File: src/design/double_tap_wake_detector_top_assert.svh
// ----------------------------------------------------------------------------
// double tap wake detector assertion macros
// Concurrent check wrappers, compiled out for synthesis.
// ----------------------------------------------------------------------------
`ifndef DOUBLE_TAP_WAKE_DETECTOR_TOP_ASSERT_SVH
`define DOUBLE_TAP_WAKE_DETECTOR_TOP_ASSERT_SVH

`ifndef SYNTHESIS
// consequent must hold in the same cycle
`define DTW_ASSERT_SAME(lbl, ante, cons, msg) \
  lbl: assert property (@(posedge clk) disable iff (!rst_n) (ante) |-> (cons)) \
    else $error(msg);
// consequent must hold in the next cycle
`define DTW_ASSERT_NEXT(lbl, ante, cons, msg) \
  lbl: assert property (@(posedge clk) disable iff (!rst_n) (ante) |=> (cons)) \
    else $error(msg);
`else
`define DTW_ASSERT_SAME(lbl, ante, cons, msg)
`define DTW_ASSERT_NEXT(lbl, ante, cons, msg)
`endif

`endif

File: src/design/dtw_pkg.sv
// ----------------------------------------------------------------------------
// dtw_pkg
// Widths, event codes, register indexes and reset values of the detector.
// ----------------------------------------------------------------------------
package dtw_pkg;

  // geometry and timer widths
  localparam int COORD_BITS = 13;
  localparam int TIME_BITS  = 16;

  typedef logic [COORD_BITS-1:0] coord_t;
  typedef logic [TIME_BITS-1:0]  elapsed_t;

  localparam logic [31:0] COORD_MAX_W = 32'((64'd1 << COORD_BITS) - 64'd1);

  // event codes
  localparam logic [9:0] CODE_SLOT      = 10'd47;
  localparam logic [9:0] CODE_TRACK     = 10'd57;
  localparam logic [9:0] CODE_POS_X     = 10'd53;
  localparam logic [9:0] CODE_POS_Y     = 10'd54;
  localparam logic [9:0] CODE_TOUCH_KEY = 10'd330;

  // region filter limits and vibrate ceiling
  localparam coord_t     REGION_LOW  = COORD_BITS'(1280);
  localparam coord_t     REGION_HIGH = COORD_BITS'(1920);
  localparam logic [6:0] VIB_MAX     = 7'd90;

  // region select codes
  localparam logic [1:0] REGION_NOT_LOW = 2'd1;
  localparam logic [1:0] REGION_BELOW_HIGH = 2'd2;

  // configuration register indexes
  localparam logic [2:0] REG_ENABLE       = 3'd0;
  localparam logic [2:0] REG_SCREEN_OFF   = 3'd1;
  localparam logic [2:0] REG_PHONE_CALL   = 3'd2;
  localparam logic [2:0] REG_REGION_SEL   = 3'd3;
  localparam logic [2:0] REG_DCLICK_EN    = 3'd4;
  localparam logic [2:0] REG_TAP_RADIUS   = 3'd5;
  localparam logic [2:0] REG_TAP_WINDOW   = 3'd6;
  localparam logic [2:0] REG_VIBRATE      = 3'd7;

  // configuration reset values
  localparam logic [12:0] TAP_RADIUS_RST = 13'd50;
  localparam logic [15:0] TAP_WINDOW_RST = 16'd600;
  localparam logic [6:0]  VIBRATE_RST    = 7'd50;

  // tap counter values
  localparam logic [1:0] TAPS_NONE  = 2'd0;
  localparam logic [1:0] TAPS_ONE   = 2'd1;
  localparam logic [1:0] TAPS_TWO   = 2'd2;

endpackage

File: src/design/double_tap_wake_detector_top.sv
// ----------------------------------------------------------------------------
// double_tap_wake_detector_top
// Double tap to wake gesture detector on a touch event and tick stream.
// ----------------------------------------------------------------------------
//  channel  ports                                   direction
//  in       in_valid/in_ready, mode, code, value    event or tick beat in
//  out      out_valid/out_ready, wake, level, taps  one result beat per input
//  cfg      cfg_we, cfg_index, cfg_wdata            register write, no wait
//
//  One beat per cycle: every beat is worked by a single level of compares
//  and adders straight into the detector state and the result register.
//  A beat is taken whenever the result register is empty or being drained.
//  A stalled result holds while out_ready is low, and input stalls with it.
//  Synchronous active low reset; no clearing pass is needed.
// ----------------------------------------------------------------------------
`include "double_tap_wake_detector_top_assert.svh"

module double_tap_wake_detector_top
  import dtw_pkg::*;
(
  input  logic               clk,
  input  logic               rst_n,
  // input beats
  input  logic               in_valid,
  output logic               in_ready,
  input  logic               in_mode,
  input  logic [9:0]         in_event_code,
  input  logic signed [31:0] in_event_value,
  // result beats
  output logic               out_valid,
  input  logic               out_ready,
  output logic               out_wake_pulse,
  output logic [6:0]         out_vibrate_level,
  output logic [1:0]         out_taps_seen,
  // configuration writes
  input  logic               cfg_we,
  input  logic [2:0]         cfg_index,
  input  logic [15:0]        cfg_wdata
);

  // configuration registers
  logic        enable_r;
  logic        screen_off_r;
  logic        phone_call_r;
  logic [1:0]  region_sel_r;
  logic        dclick_en_r;
  logic [12:0] tap_radius_r;
  logic [15:0] tap_window_r;
  logic [6:0]  vibrate_r;

  // detector state
  logic [1:0]  tap_count_r, tap_count_nxt;
  coord_t      first_x_r, first_x_nxt;
  coord_t      first_y_r, first_y_nxt;
  elapsed_t    elapsed_r, elapsed_nxt;
  logic        armed_r, armed_nxt;
  coord_t      latest_x_r, latest_x_nxt;
  coord_t      latest_y_r, latest_y_nxt;

  // result register
  logic        out_valid_r;
  logic        out_wake_r, out_wake_nxt;
  logic [6:0]  out_level_r;
  logic [1:0]  out_taps_r;

  logic        in_fire;
  logic        ev_active;
  coord_t      coord_sat;
  logic        region_pass;
  coord_t      dx, dy;
  logic        tap_match;
  logic [6:0]  level_cap;

  assign in_ready = !out_valid_r || out_ready;
  assign in_fire  = in_valid && in_ready;

  // configuration write port
  always_ff @(posedge clk) begin
    if (!rst_n) begin
      enable_r     <= 1'b1;
      screen_off_r <= 1'b0;
      phone_call_r <= 1'b0;
      region_sel_r <= 2'd0;
      dclick_en_r  <= 1'b1;
      tap_radius_r <= TAP_RADIUS_RST;
      tap_window_r <= TAP_WINDOW_RST;
      vibrate_r    <= VIBRATE_RST;
    end else if (cfg_we) begin
      case (cfg_index)
        REG_ENABLE:     enable_r     <= cfg_wdata[0];
        REG_SCREEN_OFF: screen_off_r <= cfg_wdata[0];
        REG_PHONE_CALL: phone_call_r <= cfg_wdata[0];
        REG_REGION_SEL: region_sel_r <= cfg_wdata[1:0];
        REG_DCLICK_EN:  dclick_en_r  <= cfg_wdata[0];
        REG_TAP_RADIUS: tap_radius_r <= cfg_wdata[12:0];
        REG_TAP_WINDOW: tap_window_r <= cfg_wdata;
        REG_VIBRATE:    vibrate_r    <= cfg_wdata[6:0];
        default: ;
      endcase
    end
  end

  // coordinate saturation: negative to zero, large to the top of range
  always_comb begin
    if (in_event_value[31]) begin
      coord_sat = '0;
    end else if ($unsigned(in_event_value) > COORD_MAX_W) begin
      coord_sat = '1;
    end else begin
      coord_sat = in_event_value[COORD_BITS-1:0];
    end
  end

  // latest point after this beat
  assign ev_active = !in_mode && !phone_call_r && screen_off_r;

  always_comb begin
    latest_x_nxt = latest_x_r;
    latest_y_nxt = latest_y_r;
    if (ev_active && in_event_code == CODE_POS_X) begin
      latest_x_nxt = coord_sat;
    end
    if (ev_active && in_event_code == CODE_POS_Y) begin
      latest_y_nxt = coord_sat;
    end
  end

  // region filter on the updated y
  always_comb begin
    case (region_sel_r)
      REGION_NOT_LOW:    region_pass = (latest_y_nxt != REGION_LOW);
      REGION_BELOW_HIGH: region_pass = (latest_y_nxt < REGION_HIGH);
      default:           region_pass = (latest_y_nxt < REGION_LOW);
    endcase
  end

  // distance and window check of the second tap
  assign dx = (latest_x_nxt > first_x_r) ? latest_x_nxt - first_x_r
                                         : first_x_r - latest_x_nxt;
  assign dy = (latest_y_nxt > first_y_r) ? latest_y_nxt - first_y_r
                                         : first_y_r - latest_y_nxt;
  assign tap_match = (32'(dx) < 32'(tap_radius_r)) &&
                     (32'(dy) < 32'(tap_radius_r)) &&
                     (32'(elapsed_r) < 32'(tap_window_r));

  // detector next state
  always_comb begin
    tap_count_nxt = tap_count_r;
    first_x_nxt   = first_x_r;
    first_y_nxt   = first_y_r;
    elapsed_nxt   = elapsed_r;
    armed_nxt     = armed_r;
    out_wake_nxt  = 1'b0;
    if (in_mode) begin
      if (elapsed_r != '1) begin
        elapsed_nxt = elapsed_r + 1'b1;
      end
    end else if (ev_active) begin
      if (in_event_code == CODE_SLOT) begin
        tap_count_nxt = TAPS_NONE;
        first_x_nxt   = '0;
        first_y_nxt   = '0;
        elapsed_nxt   = '0;
      end else if ((in_event_code == CODE_TRACK && in_event_value == -32'sd1) ||
                   (in_event_code == CODE_TOUCH_KEY && in_event_value == 32'sd0)) begin
        armed_nxt = 1'b1;
      end else if ((in_event_code == CODE_POS_X || in_event_code == CODE_POS_Y) &&
                   region_pass && enable_r && armed_r) begin
        armed_nxt = 1'b0;
        if (tap_count_r == TAPS_ONE && tap_match) begin
          // second tap qualifies
          if (dclick_en_r) begin
            tap_count_nxt = TAPS_NONE;
            first_x_nxt   = '0;
            first_y_nxt   = '0;
            elapsed_nxt   = '0;
            out_wake_nxt  = 1'b1;
          end else begin
            tap_count_nxt = TAPS_TWO;
          end
        end else begin
          // start over with this point as the first tap
          tap_count_nxt = TAPS_ONE;
          first_x_nxt   = latest_x_nxt;
          first_y_nxt   = latest_y_nxt;
          elapsed_nxt   = '0;
        end
      end
    end
  end

  assign level_cap = (vibrate_r > VIB_MAX) ? VIB_MAX : vibrate_r;

  // detector state registers
  always_ff @(posedge clk) begin
    if (!rst_n) begin
      tap_count_r <= TAPS_NONE;
      first_x_r   <= '0;
      first_y_r   <= '0;
      elapsed_r   <= '0;
      armed_r     <= 1'b1;
      latest_x_r  <= '0;
      latest_y_r  <= '0;
    end else if (in_fire) begin
      tap_count_r <= tap_count_nxt;
      first_x_r   <= first_x_nxt;
      first_y_r   <= first_y_nxt;
      elapsed_r   <= elapsed_nxt;
      armed_r     <= armed_nxt;
      latest_x_r  <= latest_x_nxt;
      latest_y_r  <= latest_y_nxt;
    end
  end

  // result register
  always_ff @(posedge clk) begin
    if (!rst_n) begin
      out_valid_r <= 1'b0;
    end else if (in_fire) begin
      out_valid_r <= 1'b1;
    end else if (out_ready) begin
      out_valid_r <= 1'b0;
    end
  end

  always_ff @(posedge clk) begin
    if (in_fire) begin
      out_wake_r  <= out_wake_nxt;
      out_level_r <= out_wake_nxt ? level_cap : 7'd0;
      out_taps_r  <= tap_count_nxt;
    end
  end

  assign out_valid         = out_valid_r;
  assign out_wake_pulse    = out_wake_r;
  assign out_vibrate_level = out_level_r;
  assign out_taps_seen     = out_taps_r;

  // checks
  `DTW_ASSERT_SAME(a_level_only_on_wake, out_valid_r && !out_wake_r,
                   out_level_r == 7'd0, "vibrate level without wake")
  `DTW_ASSERT_SAME(a_wake_clears_taps, out_valid_r && out_wake_r,
                   out_taps_r == TAPS_NONE, "wake left taps counted")
  `DTW_ASSERT_SAME(a_tap_count_range, 1'b1,
                   tap_count_r != 2'd3, "tap count out of range")
  `DTW_ASSERT_NEXT(a_tick_keeps_arm, in_fire && in_mode,
                   $stable(armed_r) && $stable(tap_count_r), "tick changed tap state")

endmodule
File: config.mk
export PLATFORM = sky130hd
export DESIGN_NAME = double_tap_wake_detector_top
export DESIGN_NICKNAME = d
export VERILOG_FILES = /design/src/design/dtw_pkg.sv /design/src/design/double_tap_wake_detector_top.sv
export VERILOG_INCLUDE_DIRS = /design/src /design/src/design
export SDC_FILE = /design/constraint.sdc
export NUM_CORES = 1
export LEC_CHECK = 0
export BUFFER_PORTS_ARGS = -buffer_cell sky130_fd_sc_hd__buf_2
export CORE_ASPECT_RATIO = 1.4
export CORE_MARGIN = 8
export CORE_UTILIZATION = 45
export CTS_CLUSTER_DIAMETER = 40
export DETAILED_ROUTE_END_ITERATION = 10
export PLACE_DENSITY = 0.69
export SYNTH_ARGS = -nofsm -noshare
export SYNTH_HDL_FRONTEND = slang
export SYNTH_SLANG_ARGS = --single-unit
File: constraint.sdc
create_clock -name clk -period 8.96 [get_ports clk]
set_input_delay 1.792 -clock clk [delete_from_list [all_inputs] [get_ports clk]]
set_output_delay 1.792 -clock clk [all_outputs]
set_load 0.005 [all_outputs]
==> impl_metrics.py, run 1 <==
metrics = {
    "floorplanning": {
        "pin_count": 79,
        "die_area_mm2": 0.0248,
        "floorplan.rows": 61,
        "die_w_um": 135,
        "start_util_pct": 45.5,
        "total_core_area_mm2": 0.0197,
        "dieHeight_um": 183,
    },
    "sta": {
        "final_period_minus_worst_setup_slack_ps": 8360,
        "worstMarginPinSlew_ps": 1100,
        "clock.fmax_mhz": 120,
        "grt_setup_unrepaired": "false",
        "slew-limit-headroom_pct": 26.2,
        "fin_setup_tns_ps": 0,
        "slew_viol_final": 0,
        "finalCritPeriodShare_pct": 93.3,
        "worst_clock_skew_ps": 12.5,
        "finalHoldViolCount": 0,
        "final.hold.worst_slack_ps": 455,
        "finalSetupViolCount": 0,
    },
    "drt": {
        "initialDrtViolationCount": 488,
        "route.final.wire_length_um": 25200,
        "route.detailed.vias_per_inst": 5.67,
        "detail_route.drc_violations": 0,
        "vias": 8397,
        "drtAntennaViolNets": 0,
        "wl_cell_um": 17.0,
        "1st_pass_router_iterations": 5,
    },
    "cells_and_area": {
        "drive_above_1_share_pct": 12.7,
        "fin_area_mm2": 0.0102,
        "post_layout_nonfiller_instances": 1482,
        "fin_nets": 1380,
        "n_antenna_cell": 0,
        "filler_cell_count": 1906,
        "areaGrowthSynthToFinish_pct": 13.3,
    },
    "clock_network": {
        "htreeDepth": 4,
        "cts_max_path_buffers": 2,
        "cts_sinks": 124,
        "cts.clk_slew.worst_paths_ps": 60,
        "cts_setup_buffers": 0,
        "root_buffer": "clkbuf_16",
        "worstSkewPairLatency_ps": 420,
        "cts_bufs_inserted": 17,
        "cts_tree": "built",
    },
    "synthesis": {
        "post_synthesis_sequential_area_ratio_pct": 28.8,
        "synth_cell_types": 74,
        "synth_area_mm2": 0.00897,
        "synth.top_cells.by_area": "dfxtp_1 25%, ha_1 13%, nand2_1 6.3%",
        "synthAdderAreaFrac_pct": 13.7,
        "synth_top_flop_cell": "dfxtp_1",
        "synth_top_cells_by_count": "150 x nand2_1, 114 x dfxtp_1, 104 x inv_1",
        "synth_most_common_cell": "nand2_1",
        "synth_compound_area_share_pct": 20.5,
        "dominant_combinational_cell_family_by_area_after_synthesis": "simple AND/OR/NAND/NOR gates",
        "postSynthCellCount": 1162,
        "synth_enable_flop_cells": 10,
        "library_cell_with_the_largest_summed_area_after_synthesis": "dfxtp_1",
        "synth.ff_latch_count": 124,
        "postSynthNetCount": 1325,
        "syn_area_per_cell_um2": 7.72,
        "synth-warning-count": 0,
        "synthXorXnorAreaFrac_pct": 2.54,
        "ys_async_sr_fraction_pct": 0,
        "yosys.area_share.simple_pct": 23.6,
        "muxShareOfSynthArea_pct": 3.68,
        "yosysTopAreaCellShare_pct": 25.4,
    },
    "pwr": {
        "p_comb_share_pct": 24.4,
        "pwr_density_cell_mw_per_mm2": 165,
        "netSwitchingFraction_pct": 30.6,
        "cellInternalPower_mw": 1.17,
        "vdd_drop_max_v": 0.000119,
        "clock_power_share_pct": 40.8,
        "power.switching_mw": 0.514,
        "seq_power_share_pct": 34.8,
        "p_leak_nw": 4.31,
    },
    "hold_path": {
        "min_path_cells": 2,
        "holdCritPathClass": "register to register",
    },
    "setup_path": {
        "worst-path-max-fanout": 29,
        "path_class": "input port to register",
        "worst_path_max_delay_cell": "ha_1",
        "critical_path_required_ps": 9330,
        "reg2regPathDepth": 25,
        "worstSetupStartpointType": "input port",
        "crit_path_end_kind": "register",
        "worst_path_max_stage_delay_ps": 440,
        "critPathArrivalTime_ps": 8740,
        "crit_top_cell": "nand2_1",
    },
    "grt": {
        "grt_remaining_overflow": 0,
        "grt_max_degree": 65,
        "grt_antenna_before_repair": 0,
        "groute.usage.overall_pct": 20.5,
        "grt_pass1_wl_um": 40600,
        "first_global_vias": 8108,
    },
    "job": {
        "max-cap-violations": 0,
    },
    "placement": {
        "hpwl_um": 19300,
        "buffer_ports.inserted": 78,
        "placedCellCount": 1450,
        "gp_routability_congestion": 0.960,
        "place_area_mm2": 0.00955,
    },
    "status": {
        "outcome": "complete, no violations",
    },
}
## registers in the layout (all words and copies together), names as in the netlist
name               count
tap_count_r            2
out_taps_seen          2
out_wake_pulse         1
first_y_r             13
tap_radius_r          13
armed_r                1
enable_r               1
latest_x_r            13
tap_window_r          16
out_valid              1
phone_call_r           1
vibrate_r              7
region_sel_r           2
screen_off_r           1
dclick_en_r            1
elapsed_r             16
latest_y_r            13
out_vibrate_level      7
first_x_r             13
## repair_timing
| action | 4_1_cts | 5_1_grt |
|---|---|---|
| hold buffers | 0 | 0 |
| gates resized for setup | 0 | 2 |
| setup endpoints to repair | 0 | 12 |
## power groups by stage
stage          combinational (mW)  clock, mW  sequential (mW)
4_1_cts                     0.406      0.693            0.585
5_1_grt                     0.457      0.721            0.586
3_5_place_dp                0.402          0            0.597
6_report                    0.410      0.686            0.585
3_3_place_gp                0.396          0            0.596
2_1_floorplan               0.291          0            0.594
## placed cells by master (no fill, tap or decap), types with 15 or more instances in the layout
cell and n:
inv_1 104, nand2_1 150, clkbuf_16 18, nand4_1 18, o21ai_0 66, mux2i_1 32
buf_4 15, a21oi_1 80, nor2_1 92, nor3_1 30, o211ai_1 16, nand3_1 53
buf_2 78, ha_1 92, a211oi_1 28, dfxtp_1 114
## cells by family (layout without fill, tap and decap cells)
logic type | after synthesis | count (layout)
AND/OR/NAND/NOR | 436 | 436
XOR/XNOR | 26 | 26
multiplexers | 33 | 33
AO/OA/AOI/OAI | 284 | 284
buffers and inverters | 163 | 231
adder cells (fa/ha/maj) | 96 | 96
flip-flops | 124 | 124
## routing by layer
metal | part of all wire [%] | GRT usage (%) | vias to the layer above
li1 | - | - | 4207
met1 | 42 | 23.5 | 3899
met2 | 48 | 35.0 | 236
met3 | 5.7 | 4.22 | 55
met4 | 4.2 | 10.7 | 0
met5 | 0 | 0 | -
## per-stage QoR
step	util (%)	setup WS [ps]	total power, mW
floorplan	-	1240	0.885
finish	51.6	598	1.68
CTS	51.5	503	1.68
detailed placement	48.5	109	0.999
global route	51.6	26.6	1.76
global placement	48.5	314	0.992
## final timing paths
path,from,end,slack [ps]
hold reg to reg,tap_window_r[2]$_SDFFE_PN0P_,tap_window_r[2]$_SDFFE_PN0P_,450
setup / recovery,in_event_value[31],elapsed_r[4]$_SDFFE_PN0P_,600
setup reg to reg,screen_off_r$_SDFFE_PN0P_,elapsed_r[4]$_SDFFE_PN0P_,2220
hold / removal,tap_window_r[2]$_SDFFE_PN0P_,tap_window_r[2]$_SDFFE_PN0P_,450
## worst max-delay path: cells and delay by family
family	cells	cell delay [ps]
AND/OR/NAND/NOR	9	2130
buffers and inverters	3	640
multiplexers	2	530
XOR/XNOR	1	150
AO/OA/AOI/OAI	12	2770
adder cells (fa/ha/maj)	2	720
## layout make-up
type                       instances  area [um^2]  area share, %
inverter                         106          398           3.92
sequential                       124         2580           25.4
clock inverter                    11          104           1.02
tap                              252          315           3.10
timing repair buffer              93          503           4.95
multi-input combinational        875         5760           56.7
clock buffer                      21          492           4.84
Power figures use the tool's default switching activity.
==> inputs of run 2 (changes only) <==
--- a/config.mk
+++ b/config.mk
@@ -12,7 +12,7 @@
 export CORE_UTILIZATION = 45
 export CTS_CLUSTER_DIAMETER = 40
 export DETAILED_ROUTE_END_ITERATION = 10
-export PLACE_DENSITY = 0.69
+export PLACE_DENSITY = 0.71
 export SYNTH_ARGS = -nofsm -noshare
 export SYNTH_HDL_FRONTEND = slang
 export SYNTH_SLANG_ARGS = --single-unit
==> constraint.sdc (replaced) <==
create_clock -name clk -period 7.5 [get_ports clk]
set_input_delay 1.5 -clock clk [delete_from_list [all_inputs] [get_ports clk]]
set_output_delay 1.5 -clock clk [all_outputs]
set_load 0.005 [all_outputs]
==> impl_metrics.py, run 2 (synthesized netlist as in run 1, its figures left out) <==
metrics = {
    "status": {
        "outcome": "complete, no violations",
    },
    "setup_path": {
        "critPathArrivalTime_ps": 7320,
        "critical_path_required_ps": 7790,
        "worst-path-max-fanout": 8,
        "worstSetupStartpointType": "input port",
        "crit_path_end_kind": "register",
        "path_class": "input port to register",
        "r2r_setup_slack_ps": 1430,
    },
    "pwr": {
        "p_total_mw": 2.05,
        "vdd_drop_max_v": 0.000119,
        "pwr_density_cell_mw_per_mm2": 197,
        "p_leak_nw": 4.45,
    },
    "placement": {
        "gp_routability_congestion": 0.951,
        "placedCellCount": 1474,
        "place_area_mm2": 0.00978,
        "preCtsSetupSlack_ps": 5.06,
        "buffer_ports.inserted": 78,
        "hpwl_um": 19600,
    },
    "grt": {
        "groute.usage.overall_pct": 20.8,
        "grt_max_degree": 61,
        "grt_antenna_before_repair": 0,
        "first_global_vias": 8348,
        "grt_pass1_wl_um": 41200,
        "grt_remaining_overflow": 0,
    },
    "sta": {
        "fin_setup_tns_ps": 0,
        "finalWorstSetupSlack_ps": 470,
        "slew-limit-headroom_pct": 25.6,
        "clock.fmax_mhz": 142,
        "worst_clock_skew_ps": 6.47,
        "final_period_minus_worst_setup_slack_ps": 7030,
        "final.hold.worst_slack_ps": 456,
        "slew_viol_final": 0,
        "worstMarginPinSlew_ps": 1110,
        "finalSetupViolCount": 0,
        "finalCritPeriodShare_pct": 93.7,
        "finalHoldViolCount": 0,
    },
    "clock_network": {
        "cts_max_path_buffers": 2,
        "htreeDepth": 4,
        "holdBufCountCts": 0,
        "worstSkewPairLatency_ps": 430,
        "cts_sinks": 124,
        "cts.clk_slew.worst_paths_ps": 60,
        "root_buffer": "clkbuf_16",
        "cts_bufs_inserted": 17,
        "cts_tree": "built",
    },
    "drt": {
        "route.detailed.vias_per_inst": 5.62,
        "detail_route.drc_violations": 0,
        "route.final.wire_length_um": 25500,
        "vias": 8461,
        "wl_cell_um": 16.9,
        "1st_pass_router_iterations": 5,
        "initialDrtViolationCount": 498,
        "drtAntennaViolNets": 0,
    },
    "cells_and_area": {
        "n_antenna_cell": 0,
        "mostFrequentLayoutCells": "149 x nand2_1, 114 x dfxtp_1, 104 x inv_1",
        "fin_area_mm2": 0.0104,
        "layout.cells.most_common": "nand2_1",
        "reg.largest.list": "elapsed_r: 16 flops, tap_window_r: 16 flops",
        "utilization_pct": 52.8,
        "filler_cell_count": 1900,
        "fin_nets": 1404,
        "post_layout_nonfiller_instances": 1506,
        "sequential_cell_area_mm2": 0.00258,
        "multi_input_comb_area_mm2": 0.00577,
        "drive_above_1_share_pct": 14.5,
        "areaGrowthSynthToFinish_pct": 16.0,
    },
    "floorplanning": {
        "floorplan.rows": 61,
        "die_w_um": 135,
        "dieHeight_um": 183,
        "pin_count": 79,
        "die_area_mm2": 0.0248,
        "start_util_pct": 45.5,
        "total_core_area_mm2": 0.0197,
    },
    "hold_path": {
        "holdCritPathClass": "register to register",
    },
    "job": {
        "max-cap-violations": 0,
    },
}
[run 2: cell types whose count changed in the layout (fill, tap and decap cells not counted), sizes merged]
cell,change
clkbuf,-3
clkinv,+3
buf,+24
clkinvlp,-3
bufinv,+1
inv,+2
[run 2: where the power goes]
part | total [mW] | internal, mW | switching, mW
clock network | 0.836 | 0.505 | 0.332
registers | 0.699 | 0.686 | 0.0129
logic | 0.511 | 0.220 | 0.291
[run 2: final timing paths]
path | end | startpoint | cells past startpoint
max | out_vibrate_level[5]$_SDFFCE_PP0P_ | in_event_value[24] | 28
min | tap_window_r[7]$_SDFFE_PN0P_ | tap_window_r[7]$_SDFFE_PN0P_ | 2
max reg2reg | out_vibrate_level[5]$_SDFFCE_PP0P_ | phone_call_r$_SDFFE_PN0P_ | 26
min reg2reg | tap_window_r[7]$_SDFFE_PN0P_ | tap_window_r[7]$_SDFFE_PN0P_ | 2
[run 2: timing repair]
item / in CTS / in global routing
resized for setup: 0 / 6
buffers inserted: 0 / 0
endpoints found under the setup margin: 0 / 24
[run 2: routing by layer]
layer / vias up / global-route usage [%] / part of all wire [%]
li1: 4253 / - / -
met1: 3917 / 23.5 / 41
met2: 235 / 36.5 / 49
met3: 56 / 3.67 / 5.3
met4: 0 / 10.3 / 3.8
met5: - / 0 / 0
[run 2: worst max-delay path, stage by stage]
cell,delay [ps]
buf_2,110
nor4_1,250
and4_1,260
nand2_1,130
nor2_1,200
nor2_1,120
mux2i_1,270
inv_1,100
ha_1,400
and3_1,240
a31oi_1,220
a31oi_1,180
a21oi_2,230
mux2i_1,270
o21ai_0,110
a31oi_1,180
xnor2_1,150
ha_1,270
and3_1,220
a22o_1,180
nor4_1,250
o211ai_1,140
a211oi_1,230
buf_4,170
or3b_1,450
nor2_2,240
o21ai_0,140
nor2_1,100
[run 2: final cells by class]
cell class,instances,share of cell area [%]
Clock buffer,18,4.22
Clock inverter,14,1.54
Inverter,106,3.82
Multi-Input combinational cell,875,55.5
Sequential cell,124,24.8
Tap cell,252,3.03
Timing Repair Buffer,117,7.05
